<file path="src/design/i2cmbx_pkg.sv">
// shared constants, types and helpers for the i2c target message mailbox
package i2cmbx_pkg;

   // message store geometry
   localparam int STORE_DEPTH = 256;
   localparam int ADDR_W      = (STORE_DEPTH > 1) ? $clog2(STORE_DEPTH) : 1;
   localparam logic [ADDR_W-1:0] LAST_POS = ADDR_W'(STORE_DEPTH - 1);

   // decoded bus event codes
   typedef enum logic [2:0] {
      CMD_WR_ADDR = 3'd0,
      CMD_WR_DATA = 3'd1,
      CMD_RD_ADDR = 3'd2,
      CMD_RD_DATA = 3'd3,
      CMD_RD_DONE = 3'd4,
      CMD_LOAD    = 3'd5
   } cmd_type;

   // control sequencer states
   typedef enum logic [1:0] {
      ST_CLEAR,
      ST_IDLE,
      ST_EXEC
   } state_type;

   // position advance, saturating at the last store entry
   function automatic logic [ADDR_W-1:0] adv_pos(input logic [ADDR_W-1:0] pos);
      logic [ADDR_W-1:0] nxt;
      nxt = (pos == LAST_POS) ? pos : pos + 1'b1;
      return nxt;
   endfunction

endpackage

</file>
<file path="src/design/i2c_target_message_mailbox.sv">
// i2c target message mailbox: store, positions, lock and result register
//
//   channel  | direction | signals
//   ---------+-----------+----------------------------------------------------------
//   req      | in        | req_valid req_ready req_cmd req_data req_load_index
//   rsp      | out       | rsp_valid rsp_ready rsp_tx_valid rsp_tx_byte
//            |           | rsp_message_done rsp_request_pulse rsp_lock_status
//
// every beat has two steps: accept (store write or store read issue), then
// execute on the registered read data of the store.
// after reset the store is swept to zero, one entry a cycle, over all STORE_DEPTH
// entries (256) with req_ready low.
// a result waits in the output register; a following beat is accepted meanwhile
// and its execute cycle holds until the output register frees.
module i2c_target_message_mailbox (
   input  logic       clock,
   input  logic       reset,
   input  logic       req_valid,
   output logic       req_ready,
   input  logic [2:0] req_cmd,
   input  logic [7:0] req_data,
   input  logic [7:0] req_load_index,
   output logic       rsp_valid,
   input  logic       rsp_ready,
   output logic       rsp_tx_valid,
   output logic [7:0] rsp_tx_byte,
   output logic       rsp_message_done,
   output logic       rsp_request_pulse,
   output logic       rsp_lock_status
);

   localparam int AW = i2cmbx_pkg::ADDR_W;

   // message store
   logic [7:0] mem [i2cmbx_pkg::STORE_DEPTH];
   logic          wr_en;
   logic [AW-1:0] wr_addr;
   logic [7:0]    wr_data;
   logic          rd_en;
   logic [AW-1:0] rd_addr;
   logic [7:0]    rdata_ff;

   // control state
   i2cmbx_pkg::state_type state_ff, state_in;
   logic [AW-1:0] clr_ff, clr_in;
   logic [AW-1:0] rx_pos_ff, rx_pos_in;
   logic [AW-1:0] tx_pos_ff, tx_pos_in;
   logic          locked_ff, locked_in;

   // per-beat flags carried to the execute cycle
   logic op_tx_ff, op_tx_in;
   logic op_req_ff, op_req_in;
   logic op_done_ff, op_done_in;

   // result register
   logic       rsp_valid_ff, rsp_valid_in;
   logic       rsp_tx_valid_ff, rsp_tx_valid_in;
   logic [7:0] rsp_tx_byte_ff, rsp_tx_byte_in;
   logic       rsp_done_ff, rsp_done_in;
   logic       rsp_req_ff, rsp_req_in;
   logic       rsp_lock_ff, rsp_lock_in;

   logic accept;
   logic commit;
   logic load_ok;

   // next state
   always_comb begin
      state_in = state_ff;
      case (state_ff)
         i2cmbx_pkg::ST_CLEAR: begin
            if (clr_ff == i2cmbx_pkg::LAST_POS) state_in = i2cmbx_pkg::ST_IDLE;
         end
         i2cmbx_pkg::ST_IDLE: begin
            if (req_valid) state_in = i2cmbx_pkg::ST_EXEC;
         end
         i2cmbx_pkg::ST_EXEC: begin
            if (!rsp_valid_ff || rsp_ready) state_in = i2cmbx_pkg::ST_IDLE;
         end
         default: state_in = i2cmbx_pkg::ST_CLEAR;
      endcase
   end

   // sequencer outputs
   always_comb begin
      req_ready = 1'b0;
      commit    = 1'b0;
      case (state_ff)
         i2cmbx_pkg::ST_IDLE: req_ready = 1'b1;
         i2cmbx_pkg::ST_EXEC: commit    = !rsp_valid_ff || rsp_ready;
         default: begin
            req_ready = 1'b0;
            commit    = 1'b0;
         end
      endcase
   end

   assign accept  = req_valid && req_ready;
   assign load_ok = 32'(req_load_index) < 32'(i2cmbx_pkg::STORE_DEPTH);

   // clear sweep, store access and position updates at accept, lock release at commit
   always_comb begin
      wr_en      = 1'b0;
      wr_addr    = rx_pos_ff;
      wr_data    = req_data;
      rd_en      = 1'b0;
      rd_addr    = tx_pos_ff;
      clr_in     = clr_ff;
      rx_pos_in  = rx_pos_ff;
      tx_pos_in  = tx_pos_ff;
      locked_in  = locked_ff;
      op_tx_in   = op_tx_ff;
      op_req_in  = op_req_ff;
      op_done_in = op_done_ff;

      if (state_ff == i2cmbx_pkg::ST_CLEAR) begin
         wr_en   = 1'b1;
         wr_addr = clr_ff;
         wr_data = 8'd0;
         clr_in  = i2cmbx_pkg::adv_pos(clr_ff);
      end

      if (accept) begin
         op_tx_in   = 1'b0;
         op_req_in  = 1'b0;
         op_done_in = 1'b0;
         case (i2cmbx_pkg::cmd_type'(req_cmd))
            i2cmbx_pkg::CMD_WR_ADDR: rx_pos_in = '0;
            i2cmbx_pkg::CMD_WR_DATA: begin
               wr_en      = 1'b1;
               wr_addr    = rx_pos_ff;
               op_done_in = (req_data == 8'd0);
               rx_pos_in  = i2cmbx_pkg::adv_pos(rx_pos_ff);
            end
            i2cmbx_pkg::CMD_RD_ADDR: begin
               rd_en    = 1'b1;
               op_tx_in = 1'b1;
               if (!locked_ff) begin
                  op_req_in = 1'b1;
                  locked_in = 1'b1;
                  tx_pos_in = '0;
                  rd_addr   = '0;
               end else begin
                  rd_addr   = tx_pos_ff;
               end
            end
            i2cmbx_pkg::CMD_RD_DATA: begin
               if (locked_ff) begin
                  rd_en     = 1'b1;
                  op_tx_in  = 1'b1;
                  tx_pos_in = i2cmbx_pkg::adv_pos(tx_pos_ff);
                  rd_addr   = i2cmbx_pkg::adv_pos(tx_pos_ff);
               end
            end
            i2cmbx_pkg::CMD_LOAD: begin
               wr_en   = load_ok;
               wr_addr = AW'(req_load_index);
            end
            default: op_tx_in = 1'b0;
         endcase
      end

      // a sent zero byte ends the transfer
      if (commit && op_tx_ff && rdata_ff == 8'd0) locked_in = 1'b0;
   end

   // result assembly and output register
   always_comb begin
      rsp_valid_in    = rsp_valid_ff && !rsp_ready;
      rsp_tx_valid_in = rsp_tx_valid_ff;
      rsp_tx_byte_in  = rsp_tx_byte_ff;
      rsp_done_in     = rsp_done_ff;
      rsp_req_in      = rsp_req_ff;
      rsp_lock_in     = rsp_lock_ff;
      if (commit) begin
         rsp_valid_in    = 1'b1;
         rsp_tx_valid_in = op_tx_ff;
         rsp_tx_byte_in  = op_tx_ff ? rdata_ff : 8'd0;
         rsp_done_in     = op_done_ff;
         rsp_req_in      = op_req_ff;
         rsp_lock_in     = locked_in;
      end
   end

   // store: one write, one registered read
   always_ff @(posedge clock) begin
      if (wr_en) mem[wr_addr] <= wr_data;
      if (rd_en) rdata_ff <= mem[rd_addr];
   end

   // control registers
   always_ff @(posedge clock) begin
      if (reset) begin
         state_ff     <= i2cmbx_pkg::ST_CLEAR;
         clr_ff       <= '0;
         rx_pos_ff    <= '0;
         tx_pos_ff    <= '0;
         locked_ff    <= 1'b0;
         rsp_valid_ff <= 1'b0;
      end else begin
         state_ff     <= state_in;
         clr_ff       <= clr_in;
         rx_pos_ff    <= rx_pos_in;
         tx_pos_ff    <= tx_pos_in;
         locked_ff    <= locked_in;
         rsp_valid_ff <= rsp_valid_in;
      end
   end

   // payload registers
   always_ff @(posedge clock) begin
      op_tx_ff        <= op_tx_in;
      op_req_ff       <= op_req_in;
      op_done_ff      <= op_done_in;
      rsp_tx_valid_ff <= rsp_tx_valid_in;
      rsp_tx_byte_ff  <= rsp_tx_byte_in;
      rsp_done_ff     <= rsp_done_in;
      rsp_req_ff      <= rsp_req_in;
      rsp_lock_ff     <= rsp_lock_in;
   end

   assign rsp_valid         = rsp_valid_ff;
   assign rsp_tx_valid      = rsp_tx_valid_ff;
   assign rsp_tx_byte       = rsp_tx_byte_ff;
   assign rsp_message_done  = rsp_done_ff;
   assign rsp_request_pulse = rsp_req_ff;
   assign rsp_lock_status   = rsp_lock_ff;

endmodule

</file>
<file path="config.mk">
export PLATFORM = sky130hd
export DESIGN_NAME = i2c_target_message_mailbox
export DESIGN_NICKNAME = d
export VERILOG_FILES = /design/src/design/i2cmbx_pkg.sv /design/src/design/i2c_target_message_mailbox.sv
export SDC_FILE = /design/constraint.sdc
export NUM_CORES = 2
export LEC_CHECK = 0
export BUFFER_PORTS_ARGS = -buffer_cell sky130_fd_sc_hd__buf_2
export CORE_MARGIN = 1
export CORE_UTILIZATION = 35
export DETAILED_ROUTE_END_ITERATION = 8
export PLACE_DENSITY = 0.5
export SYNTH_ARGS = -nofsm -noshare
export SYNTH_HDL_FRONTEND = slang
export SYNTH_SLANG_ARGS = --single-unit
</file>
<file path="constraint.sdc">
create_clock -name clock -period 5.8 [get_ports clock]
set_clock_uncertainty 0.15 [all_clocks]
set_input_delay 1.16 -clock clock [delete_from_list [all_inputs] [get_ports clock]]
set_output_delay 1.16 -clock clock [all_outputs]
set_load 0.02 [all_outputs]
</file>
Word level (Yosys, flattened, before mapping) --
Memories as Yosys holds them, arrays and structs flattened. A register that Yosys moved wholly into a read port is not among the register bits. Cells that the tools add are included. W data, S select, Z words.
Storage, ports and cells: register bits after elaboration 43, RAM bits 2048, input bits 23, output and inout bits 14, memories kept 1
Memories:
- mem | depth 256, bits a word 8, rd ports 1, clocked after memory_dff 1, write ports 1, line i2c_target_message_mailbox.sv:35 | logic [7:0] mem [i2cmbx_pkg::STORE_DEPTH];
Cells by class: add/subtract/negate cells 3, eq/ne operators 13, multiplexer cells 30, bitwise logic cells 1, reduce and logical (&&, ||, !) cells 16
Operators with widths (number):
- $mux W8 | 8
- $pmux W8 S2 | 3
- $add A8 B1 Y8 const B | 3
- $eq A8 B8 Y1 const B | 3
- $logic_not A8 Y1 | 2
- $mux W1 | 14
- $eq A3 B2 Y1 const B | 2
- $mux W2 | 3
- $ne A2 B2 Y1 const B | 3
- $pmux W2 S3 | 1
- $reduce_and A3 Y1 | 2
- $logic_and A1 B1 Y1 | 4
- $eq A3 B1 Y1 const B | 1
- $eq A3 B3 Y1 const B | 1
- $logic_not A3 Y1 | 1
- $eq A2 B1 Y1 const B | 1
- $eq A2 B2 Y1 const B | 1
- $logic_not A1 Y1 | 2
- $logic_not A2 Y1 | 1
- $ne A2 B1 Y1 const B | 1
- $pmux W1 S2 | 1
- $reduce_and A2 Y1 | 1
- $reduce_bool A2 Y1 | 1
- $reduce_or A2 Y1 | 1
- 2 further kinds | 2

Logic depth before layout (Yosys ltp) --
depth after elaboration 6, gate-level depth with buffers 17, mapped depth without buffers 11

Least setup slack after synthesis --
OpenSTA, ideal clock, no wires.
path type input to register, start input req_data[0], end memory mem[0][0] (data pin), library setup time 0.870 ns, data arrival time 4.404 ns, data required time 4.780 ns, setup slack 0.376 ns, stages on the path 1, path buffers 0, cell sequence and2_1
Between the ends: longest elaborated chain between the ends 1
Ends and longest elaborated chain:
- from (decl) | line i2c_target_message_mailbox.sv:21 | input logic [7:0] req_data,
- $mux W8 | line i2c_target_message_mailbox.sv:116 | if (state_ff == i2cmbx_pkg::ST_CLEAR) begin
- to (decl) | line i2c_target_message_mailbox.sv:35
Every way passes these cells.

Final worst setup path --
start register tx_pos_ff[0], end register rdata_ff[6] (read register of mem) (data pin)
Between the ends: longest elaborated chain between the ends 5, elaborated cells on any way between the ends 7, those cells by class add/sub: 1; eq/ne: 1; mux: 5
Ends and longest elaborated chain:
- from (decl) | line i2c_target_message_mailbox.sv:47 | logic [AW-1:0] tx_pos_ff, tx_pos_in;
- from (signal assigned) | line i2c_target_message_mailbox.sv:204 | tx_pos_ff <= tx_pos_in;
- $add A8 B1 Y8 / $eq A8 B8 Y1 (equally long branches) | line i2cmbx_pkg.sv:29 | nxt = (pos == LAST_POS) ? pos : pos + 1'b1;
- $mux W8 | line i2cmbx_pkg.sv:29
- $mux W8 | line i2c_target_message_mailbox.sv:148 | if (locked_ff) begin
- $pmux W8 S2 | line i2c_target_message_mailbox.sv:127 | case (i2cmbx_pkg::cmd_type'(req_cmd))
- $mux W8 * | line i2c_target_message_mailbox.sv:123 | if (accept) begin
- to (decl) | line i2c_target_message_mailbox.sv:41 | logic [7:0] rdata_ff;
Every way passes the cells marked *; elsewhere a longest branch is shown, timed or not. A chain may end at the register's enable or synchronous reset.

==> key figures <==
Synth
  • Top cells by area, synth: edfxtp_1, nand2_1, a211oi_1
  • Synth warn: 0
  • Seq/Total Area, Yosys: 0.7377
  • Leading area contributor after synthesis: edfxtp_1
  • Largest family of logic cells by synthesized area: simple AND/OR/NAND/NOR gates
  • Post-synthesis adder-cell area fraction: 0.0004413
  • Top cell type's share of synthesized area: 0.7312
  • Syn nets: 6,180
  • Count of cell types in the netlist: 78
  • Post-Synth Simple-Gate Area: 0.1206
  • Area fraction in compound gates after synthesis: 0.1070
  • Number of synthesized flops with an enable pin: 2,071
  • Synth Area per Inst: 13.82 um2
  • Mapped cell area: 85,060 um2
  • Async S/R FF share, synth: 0
  • Post-synthesis register bit count: 2,099
  • Most common cell in the synthesized netlist: edfxtp_1
  • Synth cell count leaders: edfxtp_1, nand2_1, a211oi_1, and3_1, nor2_1
  • Top FF cell, synth: edfxtp_1
  • Post-synthesis mux area share: 0.004751
  • Cell count after synthesis: 6,154
  • Post-Synth XOR/XNOR Area: 0.001030

Cells and area
  • Finished Cell Area: 99,170 um2
  • Area delta synth->final: 16.59%
  • Share of layout cells above drive strength 1: 0.1504
  • FILL cells: 22.21k
  • Nets: 6,564

Floorplan
  • Die area: 245,000 um2
  • Die X: 495.0 um
  • Initial core utilization: 0.3530
  • Core ar.: 241,000 um2
  • # rows: 180
  • Die height: 495.0 um
  • Total I/O pin count: 37

Timing
  • Setup Viol. Count Final: 0
  • F_max: 176.9 MHz
  • Fin. Hold Viols: 0
  • Final Max Tran Viols: 0
  • RSZ-0062 raised after global routing: false
  • Slew @ Worst Pin: 1376 ps
  • Final min period: 5652 ps
  • Slew headroom: 0.08281
  • Fin crit share: 0.9745

Clock network
  • CTS sink count: 2,099
  • Clock Pin Slew Worst Setup and Hold Paths: 60 ps
  • Hold buffer count at cts: 0
  • CTS tree: yes
  • Clk buf depth: 3
  • Post-CTS setup buffer count: 0
  • Clk_lat worst skew: 880 ps
  • Max H-tree Level: 4
  • Post_cts resized: 0
  • Number of CTS-inserted buffers: 217
  • CTS root buffer: clkbuf_16

Placed design
  • Post-place instance area: 92,500 um2
  • Port buffer count: 36
  • Gpl congestion: 0.8884
  • Hpwl dp: 182,400 um

Global routing
  • Pin count of the biggest net entering global routing: 146
  • Total GRT Usage: 0.2352
  • Initial antenna violation count: 10
  • Vias in the first global route: 53.96k
  • First-pass GRT wire length: 414,400 um
  • Gr ovfl total: 0

Worst setup path
  • CP required: 6330 ps
  • Critical Path Source Type: flop
  • WS Path Type: reg2reg
  • Worst Setup End Kind: flop
  • Critical path cell sequence: ha_1, nand3_1, o21ai_2, o211ai_4, nand2_8, buf_12, buf_4, a211oi_1, a311oi_1, a311oi_1, o21ai_0, o2111ai_1, nor4_1
  • Critical path's slowest cell: o21ai_0
  • Crit path max-delay family: compound AO/OA/AOI/OAI gates
  • Worst EP arrival: 6180 ps
  • CP max FO: 34
  • Worst path most repeated cell: a311oi_1
  • Worst Setup SP: tx_pos_ff[0]
  • Slowest stage delay, CP: 1040 ps
  • Worst R2R Start: tx_pos_ff[0]
  • CP bufs+invs: 2

Detailed routing
  • DR vias: 57.00k
  • Post-route DRC: 0
  • Drt via density: 5.759
  • First-pass DRT Iterations: 5
  • Wirelength per Cell: 29.52 um
  • Post-DRT Antenna Nets: 0
  • WL final: 292,200 um
  • Iter 0 DRT Violations: 6,969

Min path
  • Hold Crit Start: op_done_ff
  • Min-Delay Path Class: reg2reg

Pwr
  • Power share of the clock group: 0.445
  • VDD IR-drop max: 0.2797 mV
  • P_sw: 6.092 mW
  • Sequential power share: 0.548
  • Switching share of power: 0.2031
  • Power Total: 29.99 mW
  • Leakage: 34.33 nW
  • Pwr Density: 302.4 nW/um2
  • Power share of the combinational group: 0.007
  • Cell-internal power: 23.90 mW

Job
  • Max-Cap Viols: 0

Status
  • Status: finished, final reports clean
==> metrics by stage <==
stage	setup slack (ps)	utilization	instances	hold slack (ps)	setup TNS, ps
after floorplan	376.1	-	6154	250.3	0
after global placement	-697.0	0.3838	9503	257.1	-890.8
after detailed placement	-221.8	0.3839	9504	262.5	-231.6
after CTS	281.3	0.4115	9894	276.7	0
after global routing	181.4	0.4115	9895	288.8	0
final	148.1	0.4115	9898	274.5	0
==> power groups by stage <==
stage | clock [mW] | sequential (mW) | combinational [mW]
floorplan | 0 | 16.8 | 0.0756
global placement | 0 | 16.8 | 0.204
CTS | 13.5 | 16.4 | 0.204
global route | 14.1 | 16.4 | 0.212
finish | 13.3 | 16.4 | 0.207
detailed placement | 0 | 16.8 | 0.203
==> path summary, 6_finish.rpt <==
path,depth (start not counted),slack [ps],end
worst max register to register,13,150,rdata_ff[6]
worst min-delay path,0,270,rsp_message_done
worst min register to register,0,270,rsp_message_done
worst max-delay path,13,150,rdata_ff[6]
==> layout make-up <==
type / instances / area [um2] / share of cell area
Timing Repair Buffer: 656 / 5736 / 0.05783
Multi-Input combinational cell: 3558 / 20010 / 0.2018
Sequential cell: 2099 / 62750 / 0.6327
Clock inverter: 109 / 900.9 / 0.009084
Inverter: 6 / 23.77 / 0.0002397
Tap cell: 3185 / 3985 / 0.04018
Clock buffer: 281 / 5753 / 0.05801
Antenna cell: 4 / 10.01 / 0.0001009
==> state kept, by name, indices dropped and copies added (netlist names), 2 cells and up <==
| name | count |
|---|---|
| tx_pos_ff | 8 |
| rx_pos_ff | 8 |
| mem | 2048 |
| rdata_ff | 8 |
| state_ff | 2 |
| rsp_tx_byte | 8 |
| clr_ff | 8 |
==> worst reg2reg max path, cell delays in order (launching register included) <==
cell and delay [ps]:
dfxtp_1 500, ha_1 390, nand3_1 160, o21ai_2 360, o211ai_4 320, nand2_8 400, buf_12 290, buf_4 470
a211oi_1 150, a311oi_1 290, a311oi_1 90, o21ai_0 1040, o2111ai_1 490, nor4_1 370
==> placed cells by master, fill, tap and decap left out, drive strengths merged, types with 106 or more instances in the layout <==
master and instances:
a31oi 326, and3 479, edfxtp 2071, nand3 159
a211oi 479, a311oi 106, buf 656, nand2 1083
clkbuf 281, o22ai 148, nor2 334
==> cells by family after synthesis <==
logic type | Yosys count
and+or+nand+nor | 2221
xor gates and xnor gates | 10
DFF | 2099
muxes | 30
AOI/OAI and AO/OA | 1294
adders and majority gates | 3
buffers and inverters | 497
==> metal layers <==
layer  track usage  up-vias  part of all wire
met3       0.04169      446             0.084
met4       0.08571        4             0.038
met5             0        -           0.00014
li1              -    24660                 -
met2        0.3566     2532              0.45
met1        0.3368    29360              0.43
Note: power is estimated with default switching activity, not from simulation.
